$ cat config.mk
export PLATFORM = sky130hd
export DESIGN_NAME = tile_map_sprite_address_generator
export DESIGN_NICKNAME = d
export VERILOG_FILES = /design/src/rtl/tmsag_pkg.sv /design/src/rtl/tmsag_divider.sv /design/src/rtl/tmsag_mac.sv /design/src/rtl/tile_map_sprite_address_generator.sv
export SDC_FILE = /design/constraint.sdc
export NUM_CORES = 1
export LEC_CHECK = 0
export ABC_AREA = 1
export BUFFER_PORTS_ARGS = -buffer_cell sky130_fd_sc_hd__buf_4
export CORE_MARGIN = 2
export CORE_UTILIZATION = 50
export DETAILED_ROUTE_END_ITERATION = 10
export HOLD_SLACK_MARGIN = 0.12
export PLACE_DENSITY_LB_ADDON = 0.25
export RECOVER_POWER = 25
export SYNTH_ARGS = -nofsm -noshare
export SYNTH_HDL_FRONTEND = slang
export SYNTH_SLANG_ARGS = --single-unit
$ cat constraint.sdc
create_clock -name clk -period 6.1 [get_ports clk]
set_input_delay 0.305 -clock clk [delete_from_list [all_inputs] [get_ports clk]]
set_output_delay 0.305 -clock clk [all_outputs]
set_load 0.03 [all_outputs]
$ cat src/rtl/tmsag_pkg.sv
// tmsag_pkg: shared types, widths and codes for the tile map sprite address generator
// no dependencies; imported by every module of the block

package tmsag_pkg;

    // field and register widths
    localparam int IDX_W      = 15;  // non-negative tile index bits
    localparam int TILE_W     = 16;  // signed tile index field
    localparam int ORG_W      = 16;  // signed origin fields
    localparam int SPR_W      = 9;   // sprite width and height
    localparam int MARGIN_W   = 8;   // margin and spacing
    localparam int COLS_W     = 11;  // sheet columns
    localparam int TILES_W    = 15;  // sheet tiles
    localparam int MAPC_W     = 13;  // map columns
    localparam int POS_W      = 12;  // map column and row position
    localparam int SRC_W      = 20;  // source coordinates
    localparam int DST_W      = 25;  // destination coordinates
    localparam int DSIZE_W    = 12;  // destination width and height
    localparam int STEP_W     = 10;  // sprite size plus spacing
    localparam int CFG_IDX_W  = 3;
    localparam int CFG_DATA_W = 15;

    // parameter defaults
    localparam int SCALE_DEF       = 2;
    localparam int MAX_MAP_DIM_DEF = 4096;

    // register reset values
    localparam logic [SPR_W-1:0]    SPRITE_W_RST = 9'd16;
    localparam logic [SPR_W-1:0]    SPRITE_H_RST = 9'd16;
    localparam logic [COLS_W-1:0]   SHEET_COLS_RST = 11'd1;
    localparam logic [TILES_W-1:0]  SHEET_TILES_RST = 15'd1;
    localparam logic [MAPC_W-1:0]   MAP_COLS_RST = 13'd1;

    // configuration register indexes
    typedef enum logic [CFG_IDX_W-1:0] {
        CFG_SPRITE_WIDTH  = 3'd0,
        CFG_SPRITE_HEIGHT = 3'd1,
        CFG_SHEET_MARGIN  = 3'd2,
        CFG_SHEET_SPACING = 3'd3,
        CFG_SHEET_COLUMNS = 3'd4,
        CFG_SHEET_TILES   = 3'd5,
        CFG_MAP_COLUMNS   = 3'd6
    } cfg_idx_t;

    // command status codes
    typedef enum logic [1:0] {
        STATUS_DRAW  = 2'd0,
        STATUS_EMPTY = 2'd1,
        STATUS_RANGE = 2'd2
    } tile_status_t;

    // sequencer states
    typedef enum logic [2:0] {
        SEQ_IDLE     = 3'd0,
        SEQ_DST_X    = 3'd1,
        SEQ_DST_Y    = 3'd2,
        SEQ_DIV_WAIT = 3'd3,
        SEQ_SRC_X    = 3'd4,
        SEQ_SRC_Y    = 3'd5,
        SEQ_FINISH   = 3'd6
    } seq_state_t;

    // divider status toward the sequencer
    typedef struct packed {
        logic busy;
        logic done;
    } div_status_t;

endpackage

$ cat src/rtl/tmsag_divider.sv
// tmsag_divider: restoring divider, one quotient bit per cycle
// depends on tmsag_pkg for widths and the status struct

module tmsag_divider (
    input  logic                            clk,
    input  logic                            rst_n,
    input  logic                            start,
    input  logic [tmsag_pkg::IDX_W-1:0]     dividend,
    input  logic [tmsag_pkg::COLS_W-1:0]    divisor,
    output tmsag_pkg::div_status_t          stat,
    output logic [tmsag_pkg::IDX_W-1:0]     quotient,
    output logic [tmsag_pkg::COLS_W-1:0]    remainder
);
    import tmsag_pkg::*;

    localparam int CNT_W = $clog2(IDX_W);
    localparam logic [CNT_W-1:0] LAST_STEP = CNT_W'(IDX_W - 1);

    logic                busy_reg, busy_next;
    logic                done_reg, done_next;
    logic [CNT_W-1:0]    count_reg, count_next;
    logic [IDX_W-1:0]    quo_reg, quo_next;
    logic [COLS_W-1:0]   rem_reg, rem_next;
    logic [COLS_W-1:0]   div_reg;

    logic [COLS_W:0]     shifted;
    logic [COLS_W+1:0]   diff;
    logic                fits;

    // trial subtraction of one step
    always_comb
    begin
        shifted = {rem_reg, quo_reg[IDX_W-1]};
        diff    = {1'b0, shifted} - {2'b00, div_reg};
        fits    = ~diff[COLS_W+1];
    end

    // step control and datapath next values
    always_comb
    begin
        busy_next  = busy_reg;
        done_next  = done_reg;
        count_next = count_reg;
        quo_next   = quo_reg;
        rem_next   = rem_reg;
        if (start)
        begin
            busy_next  = 1'b1;
            done_next  = 1'b0;
            count_next = '0;
            quo_next   = dividend;
            rem_next   = '0;
        end
        else if (busy_reg)
        begin
            quo_next = {quo_reg[IDX_W-2:0], fits};
            rem_next = fits ? diff[COLS_W-1:0] : shifted[COLS_W-1:0];
            if (count_reg == LAST_STEP)
            begin
                busy_next = 1'b0;
                done_next = 1'b1;
            end
            else
            begin
                count_next = count_reg + 1'b1;
            end
        end
    end

    // control registers
    always_ff @(posedge clk or negedge rst_n)
    begin
        if (!rst_n)
        begin
            busy_reg  <= 1'b0;
            done_reg  <= 1'b0;
            count_reg <= '0;
        end
        else
        begin
            busy_reg  <= busy_next;
            done_reg  <= done_next;
            count_reg <= count_next;
        end
    end

    // datapath registers
    always_ff @(posedge clk)
    begin
        quo_reg <= quo_next;
        rem_reg <= rem_next;
        if (start)
        begin
            div_reg <= divisor;
        end
    end

    assign stat.busy = busy_reg;
    assign stat.done = done_reg;
    assign quotient  = quo_reg;
    assign remainder = rem_reg;

`ifndef SYNTH
    a_busy_done_excl: assert property (@(posedge clk) disable iff (!rst_n)
        !(busy_reg && done_reg))
        else $error("divider busy and done together");

    a_rem_below_div: assert property (@(posedge clk) disable iff (!rst_n)
        done_reg && div_reg != '0 |-> rem_reg < div_reg)
        else $error("divider remainder not below divisor");
`endif

endmodule

$ cat src/rtl/tmsag_mac.sv
// tmsag_mac: shared multiply-add unit, result = addend + mult_a * mult_b, wrapped
// depends on tmsag_pkg for widths

module tmsag_mac #(
    parameter int C_W = 12
) (
    input  logic [tmsag_pkg::DST_W-1:0]  addend,
    input  logic [tmsag_pkg::IDX_W-1:0]  mult_a,
    input  logic [C_W-1:0]               mult_b,
    output logic [tmsag_pkg::DST_W-1:0]  result
);
    import tmsag_pkg::*;

    localparam int PROD_W = IDX_W + C_W;

    logic [PROD_W-1:0] prod;

    // full-width product, then wrap at the accumulator width
    assign prod   = {{C_W{1'b0}}, mult_a} * {{IDX_W{1'b0}}, mult_b};
    assign result = addend + DST_W'(prod);

endmodule

$ cat src/rtl/tile_map_sprite_address_generator.sv
// tile_map_sprite_address_generator: one draw command word per tile index word.
// a word is taken only while the sequencer is idle, so the next word waits for the
// 15-step sheet-column divider and the two source passes through the shared
// multiply-add unit. the output register lets the next word start while one waits.
// reset (rst_n, async low) clears the map position, the sequencer state, the output
// valid and loads the register defaults; no clearing pass.

module tile_map_sprite_address_generator #(
    parameter int SCALE       = tmsag_pkg::SCALE_DEF,
    parameter int MAX_MAP_DIM = tmsag_pkg::MAX_MAP_DIM_DEF
) (
    input  logic                                clk,
    input  logic                                rst_n,
    // configuration port
    input  logic                                cfg_we,
    input  logic [tmsag_pkg::CFG_IDX_W-1:0]     cfg_index,
    input  logic [tmsag_pkg::CFG_DATA_W-1:0]    cfg_data,
    // input channel
    input  logic                                in_valid,
    output logic                                in_stall,
    input  logic signed [tmsag_pkg::TILE_W-1:0] tile_index,
    input  logic signed [tmsag_pkg::ORG_W-1:0]  origin_x,
    input  logic signed [tmsag_pkg::ORG_W-1:0]  origin_y,
    input  logic                                mirror,
    input  logic                                last_tile,
    // output channel
    output logic                                out_valid,
    input  logic                                out_stall,
    output logic [1:0]                          status,
    output logic [tmsag_pkg::SRC_W-1:0]         src_x,
    output logic [tmsag_pkg::SRC_W-1:0]         src_y,
    output logic [tmsag_pkg::SPR_W-1:0]         src_w,
    output logic [tmsag_pkg::SPR_W-1:0]         src_h,
    output logic signed [tmsag_pkg::DST_W-1:0]  dst_x,
    output logic signed [tmsag_pkg::DST_W-1:0]  dst_y,
    output logic [tmsag_pkg::DSIZE_W-1:0]       dst_w,
    output logic [tmsag_pkg::DSIZE_W-1:0]       dst_h,
    output logic                                flip,
    output logic                                last_command
);
    import tmsag_pkg::*;

    localparam int DW_W  = SPR_W + $clog2(SCALE);
    localparam int MAC_C = (DW_W > STEP_W) ? DW_W : STEP_W;
    localparam logic [MAPC_W-1:0] MAP_MAX = MAPC_W'(MAX_MAP_DIM);

    // configuration registers
    logic [SPR_W-1:0]    sprite_width_reg;
    logic [SPR_W-1:0]    sprite_height_reg;
    logic [MARGIN_W-1:0] sheet_margin_reg;
    logic [MARGIN_W-1:0] sheet_spacing_reg;
    logic [COLS_W-1:0]   sheet_columns_reg;
    logic [TILES_W-1:0]  sheet_tiles_reg;
    logic [MAPC_W-1:0]   map_columns_reg;

    // map position
    logic [POS_W-1:0]    map_col_pos_reg, map_col_pos_next;
    logic [POS_W-1:0]    map_row_pos_reg, map_row_pos_next;

    // sequencer
    seq_state_t          state_reg, state_next;
    logic                in_accept;
    logic                out_load;

    // working word
    logic [ORG_W-1:0]    ox_reg, oy_reg;
    logic [POS_W-1:0]    col_w_reg, row_w_reg;
    logic                mirror_w_reg, last_w_reg;
    tile_status_t        status_w_reg, status_in;
    logic [DST_W-1:0]    dx_reg, dy_reg, sx_reg, sy_reg;

    // output register
    logic                out_valid_reg, out_valid_next;
    tile_status_t        o_status_reg;
    logic [SRC_W-1:0]    o_src_x_reg, o_src_y_reg;
    logic [DST_W-1:0]    o_dst_x_reg, o_dst_y_reg;
    logic                o_flip_reg, o_last_reg;

    // derived sizes
    logic [DW_W-1:0]     dw, dh;
    logic [STEP_W-1:0]   step_x, step_y;
    logic [COLS_W-1:0]   cols_eff;
    logic [MAPC_W-1:0]   map_w_eff;
    logic [MAPC_W-1:0]   col_inc, row_inc;

    // shared unit operands
    logic [DST_W-1:0]    mac_addend, mac_result;
    logic [IDX_W-1:0]    mac_a;
    logic [MAC_C-1:0]    mac_b;

    // divider
    div_status_t         div_stat;
    logic [IDX_W-1:0]    div_quo;
    logic [COLS_W-1:0]   div_rem;

    assign in_accept = in_valid && !in_stall;
    assign in_stall  = (state_reg != SEQ_IDLE);

    // sizes and effective counts
    always_comb
    begin
        dw       = DW_W'(sprite_width_reg * SCALE);
        dh       = DW_W'(sprite_height_reg * SCALE);
        step_x   = {1'b0, sprite_width_reg} + {2'b00, sheet_spacing_reg};
        step_y   = {1'b0, sprite_height_reg} + {2'b00, sheet_spacing_reg};
        cols_eff = (sheet_columns_reg == '0) ? COLS_W'(1) : sheet_columns_reg;
        priority if (map_columns_reg == '0)
        begin
            map_w_eff = MAPC_W'(1);
        end
        else if (map_columns_reg > MAP_MAX)
        begin
            map_w_eff = MAP_MAX;
        end
        else
        begin
            map_w_eff = map_columns_reg;
        end
    end

    // tile classification
    always_comb
    begin
        priority if (tile_index[TILE_W-1])
        begin
            status_in = STATUS_EMPTY;
        end
        else if (tile_index[IDX_W-1:0] >= sheet_tiles_reg)
        begin
            status_in = STATUS_RANGE;
        end
        else
        begin
            status_in = STATUS_DRAW;
        end
    end

    // position advance after each accepted word
    always_comb
    begin
        col_inc          = {1'b0, map_col_pos_reg} + MAPC_W'(1);
        row_inc          = {1'b0, map_row_pos_reg} + MAPC_W'(1);
        map_col_pos_next = map_col_pos_reg;
        map_row_pos_next = map_row_pos_reg;
        if (in_accept)
        begin
            if (last_tile)
            begin
                map_col_pos_next = '0;
                map_row_pos_next = '0;
            end
            else if (col_inc >= map_w_eff)
            begin
                map_col_pos_next = '0;
                map_row_pos_next = (row_inc >= MAP_MAX) ? '0 : row_inc[POS_W-1:0];
            end
            else
            begin
                map_col_pos_next = col_inc[POS_W-1:0];
            end
        end
    end

    // configuration writes
    always_ff @(posedge clk or negedge rst_n)
    begin
        if (!rst_n)
        begin
            sprite_width_reg  <= SPRITE_W_RST;
            sprite_height_reg <= SPRITE_H_RST;
            sheet_margin_reg  <= '0;
            sheet_spacing_reg <= '0;
            sheet_columns_reg <= SHEET_COLS_RST;
            sheet_tiles_reg   <= SHEET_TILES_RST;
            map_columns_reg   <= MAP_COLS_RST;
        end
        else if (cfg_we)
        begin
            unique case (cfg_idx_t'(cfg_index))
                CFG_SPRITE_WIDTH:  sprite_width_reg  <= cfg_data[SPR_W-1:0];
                CFG_SPRITE_HEIGHT: sprite_height_reg <= cfg_data[SPR_W-1:0];
                CFG_SHEET_MARGIN:  sheet_margin_reg  <= cfg_data[MARGIN_W-1:0];
                CFG_SHEET_SPACING: sheet_spacing_reg <= cfg_data[MARGIN_W-1:0];
                CFG_SHEET_COLUMNS: sheet_columns_reg <= cfg_data[COLS_W-1:0];
                CFG_SHEET_TILES:   sheet_tiles_reg   <= cfg_data[TILES_W-1:0];
                CFG_MAP_COLUMNS:   map_columns_reg   <= cfg_data[MAPC_W-1:0];
                default:
                begin
                end
            endcase
        end
    end

    // sequencer next state and shared unit operand select
    always_comb
    begin
        state_next     = state_reg;
        out_load       = 1'b0;
        out_valid_next = out_valid_reg && out_stall;
        mac_addend     = {{(DST_W-ORG_W){ox_reg[ORG_W-1]}}, ox_reg};
        mac_a          = IDX_W'(col_w_reg);
        mac_b          = MAC_C'(dw);
        unique case (state_reg)
            SEQ_IDLE:
            begin
                if (in_accept)
                begin
                    state_next = SEQ_DST_X;
                end
            end
            SEQ_DST_X:
            begin
                state_next = SEQ_DST_Y;
            end
            SEQ_DST_Y:
            begin
                mac_addend = {{(DST_W-ORG_W){oy_reg[ORG_W-1]}}, oy_reg};
                mac_a      = IDX_W'(row_w_reg);
                mac_b      = MAC_C'(dh);
                state_next = SEQ_DIV_WAIT;
            end
            SEQ_DIV_WAIT:
            begin
                if (div_stat.done)
                begin
                    state_next = SEQ_SRC_X;
                end
            end
            SEQ_SRC_X:
            begin
                mac_addend = DST_W'(sheet_margin_reg);
                mac_a      = IDX_W'(div_rem);
                mac_b      = MAC_C'(step_x);
                state_next = SEQ_SRC_Y;
            end
            SEQ_SRC_Y:
            begin
                mac_addend = DST_W'(sheet_margin_reg);
                mac_a      = div_quo;
                mac_b      = MAC_C'(step_y);
                state_next = SEQ_FINISH;
            end
            SEQ_FINISH:
            begin
                if (!out_valid_reg || !out_stall)
                begin
                    out_load       = 1'b1;
                    out_valid_next = 1'b1;
                    state_next     = SEQ_IDLE;
                end
            end
            default:
            begin
                state_next = SEQ_IDLE;
            end
        endcase
    end

    // control registers
    always_ff @(posedge clk or negedge rst_n)
    begin
        if (!rst_n)
        begin
            state_reg       <= SEQ_IDLE;
            out_valid_reg   <= 1'b0;
            map_col_pos_reg <= '0;
            map_row_pos_reg <= '0;
        end
        else
        begin
            state_reg       <= state_next;
            out_valid_reg   <= out_valid_next;
            map_col_pos_reg <= map_col_pos_next;
            map_row_pos_reg <= map_row_pos_next;
        end
    end

    // working word capture and shared unit results
    always_ff @(posedge clk)
    begin
        if (in_accept)
        begin
            ox_reg       <= origin_x;
            oy_reg       <= origin_y;
            col_w_reg    <= map_col_pos_reg;
            row_w_reg    <= map_row_pos_reg;
            mirror_w_reg <= mirror;
            last_w_reg   <= last_tile;
            status_w_reg <= status_in;
        end
        if (state_reg == SEQ_DST_X)
        begin
            dx_reg <= mac_result;
        end
        if (state_reg == SEQ_DST_Y)
        begin
            dy_reg <= mac_result;
        end
        if (state_reg == SEQ_SRC_X)
        begin
            sx_reg <= mac_result;
        end
        if (state_reg == SEQ_SRC_Y)
        begin
            sy_reg <= mac_result;
        end
    end

    // output word register, skipped tiles carry a zero source corner
    always_ff @(posedge clk)
    begin
        if (out_load)
        begin
            o_status_reg <= status_w_reg;
            o_src_x_reg  <= (status_w_reg == STATUS_DRAW) ? sx_reg[SRC_W-1:0] : '0;
            o_src_y_reg  <= (status_w_reg == STATUS_DRAW) ? sy_reg[SRC_W-1:0] : '0;
            o_dst_x_reg  <= dx_reg;
            o_dst_y_reg  <= dy_reg;
            o_flip_reg   <= mirror_w_reg;
            o_last_reg   <= last_w_reg;
        end
    end

    // sheet column divider
    tmsag_divider u_divider (
        .clk       (clk),
        .rst_n     (rst_n),
        .start     (in_accept),
        .dividend  (tile_index[IDX_W-1:0]),
        .divisor   (cols_eff),
        .stat      (div_stat),
        .quotient  (div_quo),
        .remainder (div_rem)
    );

    // shared multiply-add unit
    tmsag_mac #(
        .C_W (MAC_C)
    ) u_mac (
        .addend (mac_addend),
        .mult_a (mac_a),
        .mult_b (mac_b),
        .result (mac_result)
    );

    // ports; sizes are configuration, which the user holds while words are in flight
    assign out_valid    = out_valid_reg;
    assign status       = o_status_reg;
    assign src_x        = o_src_x_reg;
    assign src_y        = o_src_y_reg;
    assign src_w        = sprite_width_reg;
    assign src_h        = sprite_height_reg;
    assign dst_x        = o_dst_x_reg;
    assign dst_y        = o_dst_y_reg;
    assign dst_w        = DSIZE_W'(dw);
    assign dst_h        = DSIZE_W'(dh);
    assign flip         = o_flip_reg;
    assign last_command = o_last_reg;

`ifndef SYNTH
    a_busy_after_accept: assert property (@(posedge clk) disable iff (!rst_n)
        in_valid && !in_stall |=> in_stall)
        else $error("input taken while a word is in work");

    a_skip_zero_src: assert property (@(posedge clk) disable iff (!rst_n)
        out_valid_reg && o_status_reg != STATUS_DRAW |-> o_src_x_reg == '0 && o_src_y_reg == '0)
        else $error("skipped tile with nonzero source corner");

    a_row_in_range: assert property (@(posedge clk) disable iff (!rst_n)
        {1'b0, map_row_pos_reg} < MAP_MAX)
        else $error("map row beyond map limit");

    a_load_from_finish: assert property (@(posedge clk) disable iff (!rst_n)
        out_load |-> state_reg == SEQ_FINISH && div_stat.done)
        else $error("output loaded before the divider finished");
`endif

endmodule

==> results.yml <==
cts:
  cts_tree: "yes"
  clk_pin_slew_ps: 60
  h-tree-depth: 2
  clockRootBuffer: "clkbuf_16"
  clk_latency_ps: 580
  cts.sinks: 388
  clock_path_buffers: 3
  cts_buffers: 40
sta:
  hold_violations: 0
  finalClockSkew_ps: 42.7
  max_freq_mhz: 159
  fin_crit_ps: 6310
  holdWs_ps: 136
  worst_slew_pin_slew_ps: 3050
  period_share_pct: 103
  relSlewSlack_pct: -103
  drv_slew: 57
  setup_ws_ps: -206
  rsz0062_at_grt: "true"
  setup_viol: 58
logic_synthesis:
  syn_inst: 2338
  synth_ff_type: "edfxtp_1"
  ys_async_sr_fraction_pct: 27.6
  yosysSeqAreaShare_pct: 48.9
  syn_area_mm2: 0.0225
  synth.avg_cell_area_um2: 9.63
  ys_types: 49
  ys_warn_count: 0
  ys_ff_latch: 388
  synth_edf_count: 270
floorplan:
  core_area_mm2: 0.0443
  start_util_pct: 50.8
  rows: 77
  die_h_um: 216
  io_pins: 211
  dieArea_mm2: 0.0467
  die_x_um: 216
setup_path:
  startpoint_type: "flip-flop"
  reg2reg_depth: 32
  worstSetupPathType: "flip-flop to flip-flop"
  crit_arrival_ps: 6690
  cp_common_cell: "nand2_2"
  critPathMaxStageDelay_ps: 600
  cp_slowest_cell: "fa_2"
  cp_max_fo: 7
  cp.required_ps: 6480
  endpoint_kind: "flip-flop"
detailed_routing:
  ant_nets: 0
  vias_per_cell: 5.16
  drc: 0
  wl_per_cell_um: 17.9
  vias: 17300
  drt-total-wl_um: 60300
  first_pass_iters: 5
  drtIter0Drc: 1406
global_route:
  grt_max_degree: 85
  grt_remaining_overflow: 0
  grt_pass1_wl_um: 93700
  grt_use_total_pct: 25.8
  antenna_found_initial: 0
  grt_pass1_vias: 17100
layout:
  drive_gt1_share_pct: 26.0
  utilization_pct: 65.2
  mostFrequentLayoutCells: "nand2_1 (477), inv_1 (369), buf_4 (308)"
  n_antenna_cell: 0
  finalNetCount: 3047
  fillers: 3550
  final_common_cell: "nand2_1"
  syn2layout_area_growth_pct: 28.3
status:
  status: "complete, but fails checks"
  violations: "max-capacitance violations, max-slew violations, negative setup slack"
flow_run:
  cap_violations: 1
hold_path:
  whs_path_depth: 3
  holdCritPathClass: "primary input to flip-flop"
placement:
  gp_congestion: 0.952
  dpl.hpwl_um: 44400
  io_buffer_count: 204
[synth_stat cells (8+ instances only)]
master,count,area (µm²)
a21oi_1,53,265
xnor2_1,10,87.6
clkbuf_1,36,135
ha_1,109,1360
o22ai_2,10,125
o22ai_1,17,106
inv_1,399,1500
dfxtp_1,11,220
nor3_1,17,85.1
nand2_1,548,2060
o21ai_0,130,651
buf_2,17,85.1
fa_1,128,2560
xor2_1,26,228
inv_2,17,63.8
buf_4,26,195
dfrtp_1,102,2550
nand4_1,32,200
nor4_1,8,50.1
nor2_1,216,811
edfxtp_1,270,8110
nand3_1,89,445
[logic make-up (layout without fill, tap and decap cells)]
group	after synthesis	in the layout	synth area share (%)
simple gates	939	940	17.1
buf+inv	501	925	8.99
flops	388	388	48.9
fa+ha+maj	237	237	17.4
compound gates	236	236	6.09
xor+xnor	36	36	1.40
other cells	1	6	0.0167
[stage by stage]
step	TNS [ps]	setup slack (ps)	cells	area, µm²
2_1_floorplan	0	3.55	2343	22800
3_3_place_gp	-13490	-392	3184	25700
3_5_place_dp	-18500	-400	3184	25700
4_1_cts	-3590	-131	3340	28300
5_1_grt	-21730	-485	3360	28900
6_report	-6800	-206	3360	28900
[per-layer routing]
| layer | share of wire (%) | up-vias | GRT usage [%] |
|---|---|---|---|
| met2 | 45 | 629 | 40.5 |
| met5 | 0 | - | 0 |
| met1 | 45 | 8383 | 37.5 |
| met4 | 2.9 | 0 | 7.42 |
| li1 | - | 8230 | - |
| met3 | 7.1 | 106 | 4.03 |
[timing repair]
action / 4_1_cts / 5_1_grt
gates cloned: 3 / 0
hold buffers: 57 / 0
pin swaps: 70 / 77
endpoints found under the setup margin: 66 / 70
buffers inserted: 23 / 20
hold endpoints to repair: 113 / 0
gates resized for setup: 138 / 127
[critical path, delay by kind of cell, from the launching register on]
kind | cells | cell delay [ps]
compound gates | 1 | 150
xor+xnor | 2 | 350
fa+ha+maj | 7 | 3150
buf+inv | 8 | 700
flops | 1 | 380
simple gates | 14 | 1360
[layout make-up]
cell class	count	area, µm²	share of cell area [%]
flip-flops and latches	388	11000	38.1
multi-input cells	1455	10700	37.1
repair buffers	433	3600	12.5
inverters	418	1590	5.50
clock buffers	58	1110	3.84
well taps	592	741	2.56
clock inverters	15	98.8	0.342
repair inverters	1	7.51	0.0260
[worst paths after layout]
| path | from | end | slack [ps] |
|---|---|---|---|
| worst max-delay path | state_reg[0]$_DFFE_PN0P_ | sx_reg[16]$_DFFE_PP_ | -210 |
| worst min-delay path | cfg_data[8] | sheet_columns_reg[8]$_DFFE_PN0P_ | 140 |
| worst max register to register | state_reg[0]$_DFFE_PN0P_ | sx_reg[16]$_DFFE_PP_ | -210 |
| worst min register to register | dx_reg[12]$_DFFE_PP_ | dst_x[12]$_DFFE_PP_ | 390 |
| max in group asynchronous | rst_n | u_divider.done_reg$_DFFE_PN0P_ | 2810 |
| min in group asynchronous | rst_n | sheet_tiles_reg[5]$_DFFE_PN0P_ | 1290 |
Power is left out: the tool's default activity adds up to more than one toggle a clock period on the data nets, which glitch-free logic cannot reach.
